$ cat config.mk
export PLATFORM = sky130hd
export DESIGN_NAME = itf_front
export DESIGN_NICKNAME = d
export VERILOG_FILES = /design/src/itf_pkg.sv /design/src/itf_front.sv
export SDC_FILE = /design/constraint.sdc
export NUM_CORES = 1
export LEC_CHECK = 0
export ABC_AREA = 1
export BUFFER_PORTS_ARGS = -buffer_cell sky130_fd_sc_hd__buf_2
export CORE_ASPECT_RATIO = 0.8
export CORE_MARGIN = 3
export CORE_UTILIZATION = 40
export DETAILED_ROUTE_END_ITERATION = 16
export GPL_TIMING_DRIVEN = 1
export SLEW_MARGIN = 20
export SYNTH_ARGS = -nofsm -noshare
export SYNTH_HDL_FRONTEND = slang
export SYNTH_SLANG_ARGS = --single-unit
$ cat constraint.sdc
create_clock -name clk_i -period 3.7 [get_ports clk_i]
set_input_delay 0.185 -clock clk_i [delete_from_list [all_inputs] [get_ports clk_i]]
set_output_delay 0.185 -clock clk_i [all_outputs]
set_load 0.01 [all_outputs]
$ cat src/itf_pkg.sv
package itf_pkg;

  localparam int SectorWords = 256;
  localparam int PtrW = $clog2(SectorWords);
  localparam int SectorTicks = 256;
  localparam int ResetTicks = 2;
  localparam int CntW = 10;
  localparam int IdSteps = SectorWords;

  typedef enum logic [2:0] {
    OP_PORT_READ  = 3'd0,
    OP_PORT_WRITE = 3'd1,
    OP_TICK       = 3'd2,
    OP_LOAD       = 3'd3,
    OP_FETCH      = 3'd4,
    OP_DONE       = 3'd5,
    OP_NOP        = 3'd6
  } op_e;

  typedef enum logic [1:0] {
    EV_NONE  = 2'd0,
    EV_RESET = 2'd1,
    EV_READ  = 2'd2,
    EV_WRITE = 2'd3
  } ev_e;

  typedef enum logic [1:0] {
    MW_NONE  = 2'd0,
    MW_READ  = 2'd1,
    MW_WRITE = 2'd2
  } mw_e;

  typedef enum logic [2:0] {
    BK_IDLE   = 3'd0,
    BK_RDWAIT = 3'd1,
    BK_IDENT  = 3'd2,
    BK_OUT    = 3'd3,
    BK_CLEAR  = 3'd4
  } bk_state_e;

  localparam logic [7:0] StErr   = 8'h01;
  localparam logic [7:0] StDrq   = 8'h08;
  localparam logic [7:0] StSeek  = 8'h10;
  localparam logic [7:0] StReady = 8'h40;
  localparam logic [7:0] StBusy  = 8'h80;

  localparam logic [7:0] CmdRead0  = 8'h20;
  localparam logic [7:0] CmdRead1  = 8'h21;
  localparam logic [7:0] CmdWrite0 = 8'h30;
  localparam logic [7:0] CmdWrite1 = 8'h31;
  localparam logic [7:0] CmdSetMul = 8'hc6;
  localparam logic [7:0] CmdIdent  = 8'hec;

  localparam logic [1:0] AddrCyl  = 2'd0;
  localparam logic [1:0] AddrHead = 2'd1;
  localparam logic [1:0] AddrSpt  = 2'd2;
  localparam logic [1:0] AddrRo   = 2'd3;

  typedef struct packed {
    op_e         op;
    logic [2:0]  port;
    logic [15:0] wdata;
    logic [7:0]  index;
    logic [15:0] mword;
    logic        ok;
  } item_t;

  // identify text: serial, firmware, model; pairs of characters per word
  function automatic logic [15:0] id_text(input logic [7:0] w);
    logic [15:0] t;
    t = 16'h2020;
    if (w >= 8'd10 && w <= 8'd14) t = 16'h3030;
    else if (w == 8'd23) t = 16'h312e;
    else if (w == 8'd24) t = 16'h3020;
    else if (w == 8'd27) t = 16'h4745;
    else if (w == 8'd28) t = 16'h4e45;
    else if (w == 8'd29) t = 16'h5249;
    else if (w == 8'd30) t = 16'h4320;
    else if (w == 8'd31) t = 16'h4154;
    else if (w == 8'd32) t = 16'h4120;
    else if (w == 8'd33) t = 16'h4449;
    else if (w == 8'd34) t = 16'h534b;
    return t;
  endfunction

endpackage

$ cat src/itf_front.sv
module itf_front (
  input  logic           clk_i,
  input  logic           rst_ni,
  input  logic           in_valid_i,
  output logic           in_ready_o,
  input  itf_pkg::item_t in_item_i,
  output logic           q_valid_o,
  input  logic           q_ready_i,
  output itf_pkg::item_t q_item_o
);
  import itf_pkg::*;

  // two-entry queue; opcodes beyond done are folded to a no-op
  item_t      mem_q [2];
  logic       wp_q, rp_q;
  logic [1:0] cnt_q;
  item_t      cls;

  always_comb begin
    cls = in_item_i;
    if (in_item_i.op inside {3'd6, 3'd7}) cls.op = OP_NOP;
  end

  assign in_ready_o = cnt_q != 2'd2;
  assign q_valid_o  = cnt_q != 2'd0;
  assign q_item_o   = mem_q[rp_q];

  always_ff @(posedge clk_i) begin
    if (in_valid_i && in_ready_o) mem_q[wp_q] <= cls;
  end

  always_ff @(posedge clk_i or negedge rst_ni) begin
    if (!rst_ni) begin
      wp_q <= 1'b0;
      rp_q <= 1'b0;
      cnt_q <= 2'd0;
    end else begin
      if (in_valid_i && in_ready_o) wp_q <= ~wp_q;
      if (q_valid_o && q_ready_i) rp_q <= ~rp_q;
      cnt_q <= cnt_q + 2'(in_valid_i && in_ready_o) - 2'(q_valid_o && q_ready_i);
    end
  end

  assert property (@(posedge clk_i) disable iff (!rst_ni) cnt_q <= 2'd2)
    else $error("queue overflow");
  assert property (@(posedge clk_i) disable iff (!rst_ni)
    (cnt_q == 2'd2) |-> !in_ready_o) else $error("ready while full");
  assert property (@(posedge clk_i) disable iff (!rst_ni)
    (cnt_q == 2'd0) |-> !q_valid_o) else $error("valid while empty");
endmodule

==> results.toml <==
[status]
status = "finished, final reports clean"

[routing]
wl_met3_um = 498
viasPerCell = 4.457
drt_first_pass_iters = 4
ant_nets = 0
initialDrtViolationCount = 94
top_layer = "met4"
wl_um = 6661
dr_wl_met2_um = 3224
via_count = 2215
drc_errors = 0
wirelength_met1_um = 2871
wire_per_inst_um = 13.40

[synthesis]
synth_mux_area_frac = 0
synth-adder-area-share = 0.006849
synth_top_area_frac = 0.7726
ys_seq_area_frac = 0.8000
syn_area_mm2 = 0.003654
synth-seq-cells = 98
synthSimpleGateAreaFrac = 0.1634
synth.area.top_cells = "edfxtp_1, nand2_1, dfrtp_1"
synth_xor_area_frac = 0
synth_top_family_by_area = "simple AND/OR/NAND/NOR gates"
synth.avg_cell_area_um2 = 13.05
synth_compound_area_frac = 0.002055
synth_nets = 333
ys_types = 12
yosys.area.top_type = "edfxtp_1"
syn_inst = 280
yosys_warnings = 0

[cts]
cts_htree_levels = 3
clkTransAtPathRegs_ns = 0.06
cts_tree = "done"
ctsHoldBuffers = 1
cts_resized = 0
cts_buffers = 9
clock_sinks = 98
cts_buffer_depth = 2
clk_latency_ns = 0.33
cts_root_buf = "clkbuf_16"
postCtsSetupBuffers = 0

[hold_path]
hold_path.class = "primary input to register"
hold_path_depth = 1
hold_start = "in_item_i[39]"
whs_endpoint = "mem_q[1][39]$_DFFE_PP_"

[critical_path]
critical_path.endpoint_type = "register"
critPathArrivalTime_ns = 1.96
r2r_end = "mem_q[1][1]$_DFFE_PP_"
startpoint = "cnt_q[1]$_DFF_PN0_"
criticalPathCategory = "register to register"
cp_max_fo = 26
worstSetupStartpointType = "register"
reg2reg_slack_ns = 1.73
reg2reg_depth = 4
r2r_start = "cnt_q[1]$_DFF_PN0_"
critPathRequiredTime_ns = 3.69

[sta]
hold_viol_final = 0
max_freq_mhz = 508.2
whs_ns = 0.03891
rsz0062_at_grt = "no"
clock_skew_ns = 0.006706
period_share = 0.5319
fin_tns_setup_ns = 0
setup_viol = 0
relSlewSlack = 0.2944
tightest_slew_ns = 1.058
fin_crit_ns = 1.968
slew_violations = 0

[floorplan]
die-area_mm2 = 0.01032
chipHeight_um = 91.48
num_rows = 30
start_util = 0.4214
io_pins = 100
core-area_mm2 = 0.008671
chipWidth_um = 112.9

[grt]
grt_pass1_wl_um = 10950
grt-ovfl-total = 0
grt_max_degree = 49
grt_pass1_vias = 2286
antenna_found_initial = 0
grt_usage = 0.1384

[cells_and_area]
drive_above_1_share = 0.3091
n_fill_cell = 741
layoutNonFillerInstCount = 497
area_delta_synth_final_pct = 24.90
seq_area_mm2 = 0.002924
diodes = 0
multi_input_area_um2 = 636.9
layout.nets = 434

[place]
io_buffers = 99
place_hpwl_um = 4189
dp_cells = 481
finalWeightedCongestion = 0.7623

[power_and_ir_drop]
ir_worst_vdd_mv = 0.3404
p_leak_nw = 2.006
p_per_area_mw_per_mm2 = 801.3

[job]
cap_violations = 0
## how the worst max path moves through the flow
stage / endpoint / slack, ns / cells after the start
after floorplan: mem_q[1][0]$_DFFE_PP_ / 0.65 / 3
after global placement: mem_q[1][2]$_DFFE_PP_ / 1.77 / 4
after detailed placement: mem_q[1][7]$_DFFE_PP_ / 1.70 / 4
after CTS: mem_q[1][17]$_DFFE_PP_ / 1.69 / 4
after global routing: mem_q[1][11]$_DFFE_PP_ / 1.56 / 4
final: mem_q[1][1]$_DFFE_PP_ / 1.73 / 4
## worst max-delay path: stages (launching register included)
cell     delay, ns
dfrtp_1       0.39
nand2_1       0.10
nand2_1       0.13
nor2_4        0.53
buf_4         0.45
## per-stage QoR
stage	utilization	area, um2	total power [mW]	worst slack, ns
after floorplan	-	3654	2.306	0.6469
after global placement	0.4896	4245	2.733	1.768
after detailed placement	0.4896	4245	2.758	1.704
after CTS	0.5263	4563	3.714	1.687
after global routing	0.5263	4563	3.918	1.557
final	0.5263	4563	3.656	1.732
## layout make-up
class,count,share of cell area
Inverter,9,0.007403
Sequential cell,98,0.6408
Multi-Input combinational cell,161,0.1396
Timing Repair Buffer,102,0.1141
Clock buffer,10,0.05018
Clock inverter,5,0.01727
Tap cell,112,0.03071
## cells in the final DEF, fill, tap and decap left out, drive strengths merged
cell	Yosys	final
inv	9	10
a21boi	1	1
nand3	3	3
clkinv	0	2
dlygate4sd3	0	1
bufinv	0	2
buf	10	101
edfxtp	94	94
nand2	154	154
ha	2	2
dfrtp	4	4
clkbuf	2	10
nor2	1	1
## power breakdown
group	leakage (nW)	switching, mW	internal, mW
registers	0.922	0.0551	1.52
logic	0.932	0.764	0.363
clock network	0.153	0.367	0.588
total	2.01	1.19	2.47
## cell usage after synthesis
cell / number
ha_1: 2
inv_2: 1
nand2_1: 154
dfrtp_1: 4
buf_2: 6
inv_1: 8
edfxtp_1: 94
buf_4: 4
a21boi_0: 1
nand3_1: 3
clkbuf_1: 2
nor2_1: 1
## logic make-up (layout without fill, tap and decap cells)
group,Yosys count,count (layout)
simple gates,158,158
flops,98,98
fa+ha+maj,2,2
compound gates,1,1
buf+inv,21,126
## per-layer routing
metal | global-route usage | up-vias
li1 | - | 1128
met1 | 0.1633 | 1003
met2 | 0.2401 | 75
met3 | 0.04730 | 9
met4 | 0.03904 | 0
met5 | 0 | -
## state kept, by name (all words and copies together) (netlist names)
register / flops
cnt_q: 2
mem_q: 94
rp_q: 1
wp_q: 1
(Power assumes the default switching activity.)
